File: src/hdl/pae_pkg.sv
`timescale 1ns / 1ps
// Package for the pushdown automaton engine: command, response and table entry types,
// command kinds and configuration register indexes. Depends on nothing.
package pae_pkg;

    localparam int STATE_W    = 4;
    localparam int SYM_W      = 4;
    localparam int DEPTH_W    = 7;
    localparam int CFG_IDX_W  = 2;
    localparam int CFG_DATA_W = 4;

    localparam logic [CFG_IDX_W-1:0] REG_START_STATE = 2'd0;
    localparam logic [CFG_IDX_W-1:0] REG_INIT_SYMBOL = 2'd1;

    localparam logic [STATE_W-1:0] START_STATE_RESET = 4'd0;
    localparam logic [SYM_W-1:0]   INIT_SYMBOL_RESET = 4'd1;

    typedef enum logic [1:0] {
        KIND_TRANS   = 2'd0,
        KIND_ACCEPT  = 2'd1,
        KIND_RESTART = 2'd2,
        KIND_SYMBOL  = 2'd3
    } kind_t;

    typedef struct packed {
        kind_t              kind;
        logic [STATE_W-1:0] state_sel;
        logic [SYM_W-1:0]   symbol;
        logic [STATE_W-1:0] next_state;
        logic [SYM_W-1:0]   pop_symbol;
        logic [SYM_W-1:0]   push_symbol;
        logic               entry_valid;
        logic               accept_flag;
    } cmd_t;

    typedef struct packed {
        logic               matched;
        logic               accepted;
        logic               in_accept_state;
        logic [STATE_W-1:0] current_state;
        logic [DEPTH_W-1:0] stack_depth;
        logic               push_dropped;
        logic               write_refused;
    } rsp_t;

    typedef struct packed {
        logic               valid;
        logic [STATE_W-1:0] dest;
        logic [SYM_W-1:0]   need;
        logic [SYM_W-1:0]   put;
    } entry_t;

endpackage

File: src/hdl/pae_ram.sv
`timescale 1ns / 1ps
// Generic simple dual-port RAM: one write port, one read port with registered data.
// Depends on nothing.
module pae_ram #(
    parameter int WIDTH = 8,
    parameter int DEPTH = 16
) (
    input  logic                     clk,
    input  logic                     we,
    input  logic [$clog2(DEPTH)-1:0] waddr,
    input  logic [WIDTH-1:0]         wdata,
    input  logic                     re,
    input  logic [$clog2(DEPTH)-1:0] raddr,
    output logic [WIDTH-1:0]         rdata
);

    logic [WIDTH-1:0] mem_reg [DEPTH];
    logic [WIDTH-1:0] rdata_reg;

    always_ff @(posedge clk)
    begin
        if (we)
        begin
            mem_reg[waddr] <= wdata;
        end
        if (re)
        begin
            rdata_reg <= mem_reg[raddr];
        end
    end

    assign rdata = rdata_reg;

endmodule

File: src/hdl/pushdown_automaton_engine_top.sv
`timescale 1ns / 1ps
// Top level of the pushdown automaton engine: table, accept flag and stack memories
// with their read-modify-write pipeline. Depends on pae_pkg and pae_ram.
//
// The engine takes a command only while no earlier command waits in the update stage:
// the transition table read for a command needs the state left by the one before it, and
// the table RAM has registered read data. A response goes from the table read through
// the update with accept flag read to the output register, and a further command may be
// taken while a response waits. After reset a clearing pass walks every entry of the
// transition table and the accept flags; commands are stalled during it, configuration
// writes are taken at any time. The top of stack lives in a register, the stack RAM
// supplies the entry below it for pops.
module pushdown_automaton_engine_top #(
    parameter int NUM_STATES        = 16,
    parameter int NUM_SYMBOLS       = 16,
    parameter int NUM_STACK_SYMBOLS = 16,
    parameter int STACK_DEPTH       = 64
) (
    input  logic                             clk,
    input  logic                             rst_n,
    input  logic                             cmd_valid,
    output logic                             cmd_stall,
    input  pae_pkg::cmd_t                    cmd,
    output logic                             rsp_valid,
    input  logic                             rsp_stall,
    output pae_pkg::rsp_t                    rsp,
    input  logic                             cfg_valid,
    output logic                             cfg_ready,
    input  logic [pae_pkg::CFG_IDX_W-1:0]    cfg_index,
    input  logic [pae_pkg::CFG_DATA_W-1:0]   cfg_data
);

    import pae_pkg::*;

    localparam int TBL_DEPTH = NUM_STATES * NUM_SYMBOLS;
    localparam int TAW       = $clog2(TBL_DEPTH);
    localparam int AAW       = $clog2(NUM_STATES);
    localparam int SAW       = $clog2(STACK_DEPTH);
    localparam int CW        = $clog2(STACK_DEPTH + 1);
    localparam int ENTRY_W   = $bits(entry_t);

    // configuration
    logic [STATE_W-1:0] start_state_reg;
    logic [SYM_W-1:0]   init_sym_reg;

    // machine state
    logic [STATE_W-1:0] state_reg, state_next;
    logic [SYM_W-1:0]   top_reg, top_next;
    logic [CW-1:0]      count_reg, count_next;

    // clearing pass
    logic               clr_busy_reg;
    logic [TAW-1:0]     clr_cnt_reg;

    // pipeline
    logic               s1_valid_reg;
    cmd_t               s1_cmd_reg;
    logic               s2_valid_reg;
    logic               s2_matched_reg;
    logic [STATE_W-1:0] s2_state_reg;
    logic [DEPTH_W-1:0] s2_depth_reg;
    logic               s2_dropped_reg;
    logic               s2_refused_reg;
    logic               s2_byp_reg;
    logic               s2_byp_val_reg;
    logic               rsp_valid_reg;
    rsp_t               rsp_reg;

    logic               cmd_fire;
    logic               s1_fire;
    logic               s2_move;

    // memory ports
    logic               tbl_we;
    logic [TAW-1:0]     tbl_waddr;
    entry_t             tbl_wdata;
    logic [TAW-1:0]     tbl_raddr;
    entry_t             tbl_rdata;
    logic [ENTRY_W-1:0] tbl_rdata_raw;

    logic               acc_we;
    logic [AAW-1:0]     acc_waddr;
    logic               acc_wdata;
    logic [AAW-1:0]     acc_raddr;
    logic               acc_rdata;

    logic               stk_we;
    logic [SAW-1:0]     stk_waddr;
    logic [SYM_W-1:0]   stk_wdata;
    logic [SAW-1:0]     stk_raddr;
    logic [SYM_W-1:0]   stk_rdata;

    // update stage decisions
    logic               matched_c;
    logic               dropped_c;
    logic               refused_c;
    logic               tbl_we_c;
    entry_t             tbl_wdata_c;
    logic               acc_we_c;
    logic               stk_we_c;
    logic [SAW-1:0]     stk_waddr_c;
    logic [SYM_W-1:0]   stk_wdata_c;
    logic               wr_ok;
    logic               in_acc;
    logic [STATE_W-1:0] rd_state;

    assign cmd_stall = s1_valid_reg | clr_busy_reg;
    assign cmd_fire  = cmd_valid & ~cmd_stall;
    assign s2_move   = s2_valid_reg & (~rsp_valid_reg | ~rsp_stall);
    assign s1_fire   = s1_valid_reg & (~s2_valid_reg | s2_move);
    assign cfg_ready = 1'b1;
    assign rsp_valid = rsp_valid_reg;
    assign rsp       = rsp_reg;

    // read addresses issued with the command
    assign rd_state  = (cmd.kind == KIND_TRANS) ? cmd.state_sel : state_reg;
    assign tbl_raddr = TAW'(TAW'(rd_state) * TAW'(NUM_SYMBOLS) + TAW'(cmd.symbol));
    assign stk_raddr = SAW'(count_reg - CW'(2));
    assign tbl_rdata = entry_t'(tbl_rdata_raw);

    assign wr_ok = (32'(s1_cmd_reg.state_sel) < NUM_STATES) &&
                   (32'(s1_cmd_reg.next_state) < NUM_STATES) &&
                   (32'(s1_cmd_reg.symbol) < NUM_SYMBOLS) &&
                   (32'(s1_cmd_reg.pop_symbol) < NUM_STACK_SYMBOLS) &&
                   (32'(s1_cmd_reg.push_symbol) < NUM_STACK_SYMBOLS);

    always_comb
    begin
        state_next  = state_reg;
        top_next    = top_reg;
        count_next  = count_reg;
        matched_c   = 1'b0;
        dropped_c   = 1'b0;
        refused_c   = 1'b0;
        tbl_we_c    = 1'b0;
        tbl_wdata_c = '0;
        acc_we_c    = 1'b0;
        stk_we_c    = 1'b0;
        stk_waddr_c = '0;
        stk_wdata_c = '0;
        case (s1_cmd_reg.kind)
            KIND_TRANS:
            begin
                if (wr_ok)
                begin
                    if (!s1_cmd_reg.entry_valid)
                    begin
                        tbl_we_c = 1'b1;
                    end
                    else if (tbl_rdata.valid)
                    begin
                        refused_c = 1'b1;
                    end
                    else
                    begin
                        tbl_we_c          = 1'b1;
                        tbl_wdata_c.valid = 1'b1;
                        tbl_wdata_c.dest  = s1_cmd_reg.next_state;
                        tbl_wdata_c.need  = s1_cmd_reg.pop_symbol;
                        tbl_wdata_c.put   = s1_cmd_reg.push_symbol;
                    end
                end
            end
            KIND_ACCEPT:
            begin
                acc_we_c = (32'(s1_cmd_reg.state_sel) < NUM_STATES);
            end
            KIND_RESTART:
            begin
                state_next = (32'(start_state_reg) < NUM_STATES) ? start_state_reg : '0;
                if (init_sym_reg != '0)
                begin
                    count_next  = CW'(1);
                    top_next    = init_sym_reg;
                    stk_we_c    = 1'b1;
                    stk_wdata_c = init_sym_reg;
                end
                else
                begin
                    count_next = '0;
                    top_next   = '0;
                end
            end
            KIND_SYMBOL:
            begin
                if ((32'(s1_cmd_reg.symbol) < NUM_SYMBOLS) && tbl_rdata.valid &&
                    (tbl_rdata.need == top_reg))
                begin
                    matched_c  = 1'b1;
                    state_next = (32'(tbl_rdata.dest) < NUM_STATES) ? tbl_rdata.dest : '0;
                    if (tbl_rdata.need != '0)
                    begin
                        if (tbl_rdata.put != '0)
                        begin
                            stk_we_c    = 1'b1;
                            stk_waddr_c = SAW'(count_reg - CW'(1));
                            stk_wdata_c = tbl_rdata.put;
                            top_next    = tbl_rdata.put;
                        end
                        else
                        begin
                            count_next = count_reg - CW'(1);
                            top_next   = (count_reg >= CW'(2)) ? stk_rdata : '0;
                        end
                    end
                    else if (tbl_rdata.put != '0)
                    begin
                        if (count_reg < CW'(STACK_DEPTH))
                        begin
                            stk_we_c    = 1'b1;
                            stk_waddr_c = SAW'(count_reg);
                            stk_wdata_c = tbl_rdata.put;
                            count_next  = count_reg + CW'(1);
                            top_next    = tbl_rdata.put;
                        end
                        else
                        begin
                            dropped_c = 1'b1;
                        end
                    end
                end
            end
            default:
            begin
            end
        endcase
    end

    // memory write muxing: clearing pass first, then update stage
    always_comb
    begin
        if (clr_busy_reg)
        begin
            tbl_we    = 1'b1;
            tbl_waddr = clr_cnt_reg;
            tbl_wdata = '0;
            acc_we    = (32'(clr_cnt_reg) < NUM_STATES);
            acc_waddr = AAW'(clr_cnt_reg);
            acc_wdata = 1'b0;
            stk_we    = 1'b1;
            stk_waddr = '0;
            stk_wdata = INIT_SYMBOL_RESET;
        end
        else
        begin
            tbl_we    = s1_fire & tbl_we_c;
            tbl_waddr = TAW'(TAW'(s1_cmd_reg.state_sel) * TAW'(NUM_SYMBOLS) +
                             TAW'(s1_cmd_reg.symbol));
            tbl_wdata = tbl_wdata_c;
            acc_we    = s1_fire & acc_we_c;
            acc_waddr = AAW'(s1_cmd_reg.state_sel);
            acc_wdata = s1_cmd_reg.accept_flag;
            stk_we    = s1_fire & stk_we_c;
            stk_waddr = stk_waddr_c;
            stk_wdata = stk_wdata_c;
        end
    end

    assign acc_raddr = AAW'(state_next);

    pae_ram #(
        .WIDTH (ENTRY_W),
        .DEPTH (TBL_DEPTH)
    ) u_tbl_ram (
        .clk   (clk),
        .we    (tbl_we),
        .waddr (tbl_waddr),
        .wdata (tbl_wdata),
        .re    (cmd_fire),
        .raddr (tbl_raddr),
        .rdata (tbl_rdata_raw)
    );

    pae_ram #(
        .WIDTH (1),
        .DEPTH (NUM_STATES)
    ) u_acc_ram (
        .clk   (clk),
        .we    (acc_we),
        .waddr (acc_waddr),
        .wdata (acc_wdata),
        .re    (s1_fire),
        .raddr (acc_raddr),
        .rdata (acc_rdata)
    );

    pae_ram #(
        .WIDTH (SYM_W),
        .DEPTH (STACK_DEPTH)
    ) u_stk_ram (
        .clk   (clk),
        .we    (stk_we),
        .waddr (stk_waddr),
        .wdata (stk_wdata),
        .re    (cmd_fire),
        .raddr (stk_raddr),
        .rdata (stk_rdata)
    );

    // control and machine state
    always_ff @(posedge clk or negedge rst_n)
    begin
        if (!rst_n)
        begin
            start_state_reg <= START_STATE_RESET;
            init_sym_reg    <= INIT_SYMBOL_RESET;
            state_reg       <= START_STATE_RESET;
            top_reg         <= INIT_SYMBOL_RESET;
            count_reg       <= CW'(1);
            clr_busy_reg    <= 1'b1;
            clr_cnt_reg     <= '0;
            s1_valid_reg    <= 1'b0;
            s2_valid_reg    <= 1'b0;
            rsp_valid_reg   <= 1'b0;
        end
        else
        begin
            if (cfg_valid && cfg_ready)
            begin
                case (cfg_index)
                    REG_START_STATE: start_state_reg <= cfg_data;
                    REG_INIT_SYMBOL: init_sym_reg    <= cfg_data;
                    default:
                    begin
                    end
                endcase
            end
            if (clr_busy_reg)
            begin
                clr_cnt_reg <= clr_cnt_reg + TAW'(1);
                if (clr_cnt_reg == TAW'(TBL_DEPTH - 1))
                begin
                    clr_busy_reg <= 1'b0;
                end
            end
            if (s1_fire)
            begin
                state_reg <= state_next;
                top_reg   <= top_next;
                count_reg <= count_next;
            end
            if (cmd_fire)
            begin
                s1_valid_reg <= 1'b1;
            end
            else if (s1_fire)
            begin
                s1_valid_reg <= 1'b0;
            end
            if (s1_fire)
            begin
                s2_valid_reg <= 1'b1;
            end
            else if (s2_move)
            begin
                s2_valid_reg <= 1'b0;
            end
            if (s2_move)
            begin
                rsp_valid_reg <= 1'b1;
            end
            else if (!rsp_stall)
            begin
                rsp_valid_reg <= 1'b0;
            end
        end
    end

    assign in_acc = s2_byp_reg ? s2_byp_val_reg : acc_rdata;

    // payload registers
    always_ff @(posedge clk)
    begin
        if (cmd_fire)
        begin
            s1_cmd_reg <= cmd;
        end
        if (s1_fire)
        begin
            s2_matched_reg <= matched_c;
            s2_state_reg   <= state_next;
            s2_depth_reg   <= DEPTH_W'(count_next);
            s2_dropped_reg <= dropped_c;
            s2_refused_reg <= refused_c;
            s2_byp_reg     <= acc_we_c && (AAW'(s1_cmd_reg.state_sel) == acc_raddr);
            s2_byp_val_reg <= s1_cmd_reg.accept_flag;
        end
        if (s2_move)
        begin
            rsp_reg.matched         <= s2_matched_reg;
            rsp_reg.accepted        <= s2_matched_reg & in_acc;
            rsp_reg.in_accept_state <= in_acc;
            rsp_reg.current_state   <= s2_state_reg;
            rsp_reg.stack_depth     <= s2_depth_reg;
            rsp_reg.push_dropped    <= s2_dropped_reg;
            rsp_reg.write_refused   <= s2_refused_reg;
        end
    end

`ifndef SYNTHESIS
    a_state_follows_update: assert property (@(posedge clk) disable iff (!rst_n)
        s1_fire |=> (state_reg == s2_state_reg))
        else $error("present state differs from the reported state");

    a_top_empty_consistent: assert property (@(posedge clk) disable iff (!rst_n)
        (count_reg == '0) == (top_reg == '0))
        else $error("top of stack disagrees with stack count");

    a_drop_only_when_full: assert property (@(posedge clk) disable iff (!rst_n)
        (s1_fire && dropped_c) |-> (count_reg == CW'(STACK_DEPTH)))
        else $error("push dropped while the stack had room");
`endif

endmodule

File: config.mk
export PLATFORM = sky130hd
export DESIGN_NAME = pushdown_automaton_engine_top
export DESIGN_NICKNAME = d
export VERILOG_FILES = /design/src/hdl/pae_pkg.sv /design/src/hdl/pae_ram.sv /design/src/hdl/pushdown_automaton_engine_top.sv
export SDC_FILE = /design/constraint.sdc
export NUM_CORES = 2
export LEC_CHECK = 0
export ABC_AREA = 1
export CAP_MARGIN = 20
export CORE_MARGIN = 5
export CORE_UTILIZATION = 50
export CTS_BUF_LIST = sky130_fd_sc_hd__clkbuf_8
export DETAILED_ROUTE_END_ITERATION = 6
export DONT_BUFFER_PORTS = 1
export PLACE_DENSITY_LB_ADDON = 0.25
export SLEW_MARGIN = 0
export SYNTH_ARGS = -nofsm -noshare
export SYNTH_HDL_FRONTEND = slang
export SYNTH_SLANG_ARGS = --single-unit
File: constraint.sdc
create_clock -name clk -period 22.8 [get_ports clk]
set_input_delay 2.28 -clock clk [delete_from_list [all_inputs] [get_ports clk]]
set_output_delay 2.28 -clock clk [all_outputs]
set_load 0.01 [all_outputs]
Word level (Yosys, flattened, before mapping):

Memories as Yosys holds them, arrays and structs flattened. A register that Yosys moved wholly into a read port is not among the register bits.
Index checks and enable logic that the tools add are counted.
W data, S select, Z words.

* add/subtract/negate cells: 6
* muxes and demuxes: 71
* $lt $le $gt $ge: 3
* eq/ne operators: 11
* bitwise logic cells: 17
* reductions and logical operators: 16

Operators by type and width (count)
* $mux W4: 16
* $mux W13: 4
* $mux W6: 7
* $mux W7: 5
* $mux W1: 33
* $pmux W4 S2: 3
* $add A8 B4 Y8: 2
* $pmux W7 S2: 1
* $reduce_bool A4 Y1: 3
* $add A8 B1 Y8 const B: 1
* $eq A4 B4 Y1: 2
* $eq A8 B8 Y1 const B: 1
* $lt A8 B5 Y1 const B: 1
* $mux W8: 1
* $add A7 B1 Y7 const B: 1
* $and A1 B1 Y1: 7
* $ge A7 B2 Y1 const B: 1
* $lt A7 B7 Y1 const B: 1
* $not A1 Y1: 7
* $sub A7 B1 Y7 const B: 1
* $logic_not A2 Y1: 3
* $ne A3 B3 Y1 const B: 2
* $reduce_and A2 Y1: 3
* $reduce_bool A2 Y1: 3
* other kinds (10): 15

* output and inout bits: 19
* word-level logic and storage cells: 159
* flip-flop bits (word level): 91
* bits of input ports: 35
* memories kept: 3
* RAM bits: 3600

Memory list
* u_tbl_ram.mem_reg: depth 256, bits a word 13, rd ports 1, clocked after Yosys merged registers in 1, write ports 1, RTL line pae_ram.sv:17 `logic [WIDTH-1:0] mem_reg [DEPTH];`
* u_stk_ram.mem_reg: depth 64, bits a word 4, rd ports 1, clocked after Yosys merged registers in 1, write ports 1, RTL line pae_ram.sv:17
* u_acc_ram.mem_reg: depth 16, bits a word 1, rd ports 1, clocked after Yosys merged registers in 1, write ports 1, RTL line pae_ram.sv:17

Longest topological paths before layout:

* depth after elaboration: 10
* mapped depth: 15
* gate-level depth less buffers: 14

By module:

Synthesis repeated with hierarchy kept, for this count alone.

* cells, all modules: 12697
* area, all modules: 151372.7 um^2

Modules (own cells, without submodules)
* pae_ram (u_tbl_ram): area each 134841.8 um^2, instances 1, cells each 11136, sequential area each 100326.2 um^2
* pae_ram (u_stk_ram): area each 10921.7 um^2, instances 1, cells each 948, sequential area each 7807.5 um^2
* pushdown_automaton_engine_top: area each 4749.6 um^2, instances 1, cells each 518, sequential area each 2562.5 um^2
* pae_ram (u_acc_ram): area each 859.6 um^2, instances 1, cells each 95, sequential area each 510.5 um^2

Worst setup path before layout:

Ideal clock, no wire load.

* path type: flip-flop to flip-flop
* start: reg clr_busy_reg
* end: mem u_tbl_ram.mem_reg[0][0] (netlist name), data pin
* data arrival time: 21814 ps
* cell stages (with the launch flop): 6
* path slack: -400 ps
* data required time: 21415 ps
* library setup time: 1385 ps
* period minus slack after synthesis: 23200 ps
* buffers on the path: 2
* path through: dfstp_2 buf_2 buf_1 nor4_1 inv_1 nor2_1

RTL lines
* start, declared: RTL line pushdown_automaton_engine_top.sv:52 `logic clr_busy_reg;`
* start signal, assigned: RTL line pushdown_automaton_engine_top.sv:310 `clr_busy_reg <= 1'b1;`
* start signal, assigned: RTL line pushdown_automaton_engine_top.sv:333 `clr_busy_reg <= 1'b0;`
* end, declared: RTL line pae_ram.sv:17

Worst setup path after layout:

* start: in cmd[15] (netlist name)
* end: reg u_tbl_ram.rdata_reg[0], in the netlist u_tbl_ram.rdata[0] (read register of u_tbl_ram.mem_reg), data pin

* cells in the longest elaborated chain, start to end: 1

Ends and longest elaborated chain
* start, declared: RTL line pushdown_automaton_engine_top.sv:23 `input pae_pkg::cmd_t cmd,`
* $add A8 B4 Y8: RTL line pushdown_automaton_engine_top.sv:117 `assign tbl_raddr = TAW'(TAW'(rd_state) * TAW'(NUM_SYMBOLS) + TAW'(cmd.symbol));`
* end, declared: RTL line pae_ram.sv:18 `logic [WIDTH-1:0] rdata_reg;`

Every way passes these cells.
A chain may end at the register's enable or synchronous reset.

==> impl_metrics.json <==
{
  "run_status": "finished, violations left",
  "failed_checks": "design-rule violations, max-slew violations",
  "synth_area_leader_cell": "edfxtp_1",
  "maxSlewHeadroom_pct": -226.8,
  "vias": 98950,
  "power.internal_w": 0.01040,
  "drt.antenna.violating_nets": 0,
  "critical_path_cell_count": 13,
  "chipWidth_um": 554.0,
  "final_worst_path_period_share_pct": 39.41,
  "r2r_setup_slack_ps": 17390,
  "grtUsageTotal_pct": 26.39,
  "timing.reg2reg.worst_path_depth": 11,
  "comb_power_share_pct": 10.2,
  "grt_pass1_wl_mm": 615.3,
  "setup.worst_path.end": "u_tbl_ram.rdata[0]",
  "ys_seq_elements": 3709,
  "worst_pin_slew_ps": 4903,
  "cp-end-kind": "register",
  "finalWeightedCongestion": 0.8455,
  "detail_route.drc_violations": 3,
  "cpLargestDelayFamily": "buffers and inverters",
  "worstSetupStartpointType": "input pin",
  "die_h_um": 554.0,
  "fin_crit_ps": 8986,
  "fillCellCount": 23870,
  "critical_path.startpoint": "cmd[15]",
  "synthCells": 11740,
  "synthFlopType": "edfxtp_1",
  "firstDrtPassIters": 7,
  "initial_utilization_pct": 50.28,
  "fin_worst_skew_ps": 60.27,
  "via_per_inst": 6.104,
  "routed_wire_length_per_instance_um": 25.90,
  "flow.area_growth_from_synthesis_pct": 10.12,
  "critical_path.max_stage_delay_ps": 2060,
  "setup-violations-final": 0,
  "std_cell_rows": 199,
  "clock_insertion_delay_worst_skew_ps": 1080,
  "critical_path_buf_inv_count": 3,
  "slowest_cell_on_the_critical_path": "inv_8",
  "largest_cells_by_area_after_synthesis": "edfxtp_1, o21ai_0, nor2_1, o22ai_1, nand3_1",
  "synth.cell_area_mm2": 0.1480,
  "postCtsHoldBufs": 0,
  "p_total_w": 0.01407,
  "via_count_of_the_first_global_routing_pass": 94900,
  "grt_start_max_net_pins": 1732,
  "worst_ep_required_time_ps": 23730,
  "design.core.area_mm2": 0.2943,
  "cts_post_setup_buffers_inserted": 0,
  "netSwitchingFraction_pct": 26.08,
  "worst_r2r_endpoint": "u_tbl_ram.mem_reg[128][1]",
  "post-dp-hpwl_mm": 217.8,
  "postSynth.asyncResetShare_pct": 0.9437,
  "layout.cells.most_common": "edfxtp_1",
  "largest_register_ff_count": 3328,
  "slew_violations": 1334,
  "critical_path.cell_chain": "inv_8 -> buf_4 -> buf_12 -> o21ai_0 -> o22ai_1 -> nand2_1 -> nand3_1 -> nand3_1 -> nand3_1 -> nand3_1 -> nand2_1 -> nand2_1 -> nand2_1",
  "share_clk_of_total_power_pct": 36.0,
  "grt_setup_unrepaired": "false",
  "critical_path.reg2reg.startpoint": "s1_cmd_reg[22]",
  "syn-num-nets": 11790,
  "clock_sink_count": 3709,
  "worst_setup_hold_path_clk_slew_ps": 60,
  "tritoncts": "done",
  "hold_viol_final": 0,
  "power_leakage_nw": 57.13,
  "power_density_mw_per_mm2": 86.31,
  "clk_path_buf_depth": 4,
  "fraction_of_final_layout_cells_with_drive_strength_greater_than_1_pct": 9.126,
  "htree_num_levels": 6,
  "yosys.area.top_type_share_pct": 74.55,
  "io_buffers": 0,
  "seq_power_share_pct": 53.8,
  "grt_antenna_before_repair": 16,
  "maximum_resistive_drop_on_vdd_mv": 0.04924,
  "synth.yosys.seq_area_share_pct": 75.15,
  "postCtsResizedCells": 0,
  "drt-total-wl_mm": 419.8,
  "cts-buffers-inserted": 590,
  "mostFrequentLayoutCells": "edfxtp_1, nor2_1, o21ai_0",
  "hold_path_depth": 0,
  "synth_area_per_cell_um2": 12.60,
  "die_area_mm2": 0.3070,
  "worstPathArrival_ps": 9920,
  "yosysWarnings": 0,
  "crit_path_max_fanout": 899,
  "count_of_boundary_i_o_pins": 54,
  "fmax_mhz": 111.3,
  "fin_nets": 11890,
  "number_of_enable_type_register_cells_in_the_synthesized_netlist": 3674,
  "critPathKind": "input pin to register",
  "clock_tree.root_cell": "clkbuf_8",
  "hp-class": "register to register",
  "p_switching_w": 0.003668,
  "grt-ovfl-total": 0,
  "detail_route.iter0.violations": 13510,
  "maximum_capacitance_violations": 0,
  "finalSetupTns_ps": 0,
  "synth_cell_type_count": 48
}
-- cells in the mapped netlist (2+ instances only) --
library cell  number
nand3b_1           6
ha_1               9
nor4_1             2
a21oi_1           83
nand2_1         1142
clkinv_1           5
dfstp_2            4
dfrtp_1           31
inv_1            182
buf_6              8
buf_4             31
nand4_1            9
nor2_2             2
a32oi_1            4
or2_2              2
clkbuf_1         498
nor2_1          2087
nor3_1             8
nand2_2            2
o221ai_1          32
nand3_2            2
clkbuf_2           2
o211ai_1          42
edfxtp_1        3674
inv_2              6
buf_2            213
nand3_1          978
o21ai_0         1733
buf_1             76
o22ai_1          806
xor2_1            10
o21ai_1           36
-- cells by family (layout without fill, tap and decap cells) --
logic type               Yosys count  after routing  share of synthesized area [%]
AND/OR/NAND/NOR                 4242           4242                          11.65
AO/OA/AOI/OAI                   2747           2747                          10.16
other                              1             10                       0.002534
adder cells (fa/ha/maj)            9              9                        0.07609
flip-flops                      3709           3709                          75.15
buffers and inverters           1022           1564                          2.895
XOR/XNOR                          11             11                        0.06510
-- per-layer routing --
layer / track usage, % / part of all wire [%] / vias up
met5: 0.4477 / 0.061 / -
met4: 11.21 / 4.2 / 12
met3: 5.787 / 11 / 905
met2: 41.40 / 47 / 5688
met1: 35.89 / 38 / 48940
li1: - / - / 43410
-- cell type report --
class	count	area (um2)	share of cell area, %
Tap cell	3919	4903	3.009
Antenna cell	9	22.52	0.01382
Clock buffer	603	8299	5.093
Sequential cell	3709	111200	68.24
Timing Repair Buffer	339	2970	1.823
Inverter	194	777.0	0.4768
Multi-Input combinational cell	7010	32790	20.12
Clock inverter	428	1986	1.218
-- worst min-delay path by stage --
stage                          from       to  slack, ps
detailed placement  s2_depth_reg[6]   rsp[8]        400
CTS                 s2_state_reg[2]  rsp[11]        420
finish              s2_depth_reg[1]   rsp[3]        410
global route        s2_depth_reg[1]   rsp[3]        420
global placement    s2_depth_reg[4]   rsp[6]        400
floorplan            s2_refused_reg   rsp[0]        400
-- stage by stage --
stage	cell area (um2)	setup slack, ps	std cells	utilization, %	hold slack [ps]
2_1_floorplan	148000	6017	11740	-	400.3
3_3_place_gp	152300	15820	15160	51.76	402.5
3_5_place_dp	152400	15740	15160	51.79	404.5
4_1_cts	162700	16820	16190	55.28	417.4
5_1_grt	162900	15050	16210	55.37	424.1
6_report	163000	13810	16210	55.37	414.9
-- power groups by stage --
stage	logic (W)	registers, W	clock network (W)
after floorplan	0.000872	0.00770	0
after global placement	0.00132	0.00770	0
after detailed placement	0.00135	0.00770	0
after CTS	0.00135	0.00756	0.00514
after global routing	0.00152	0.00756	0.00548
final	0.00143	0.00756	0.00507
Power figures use the tool's default switching activity.
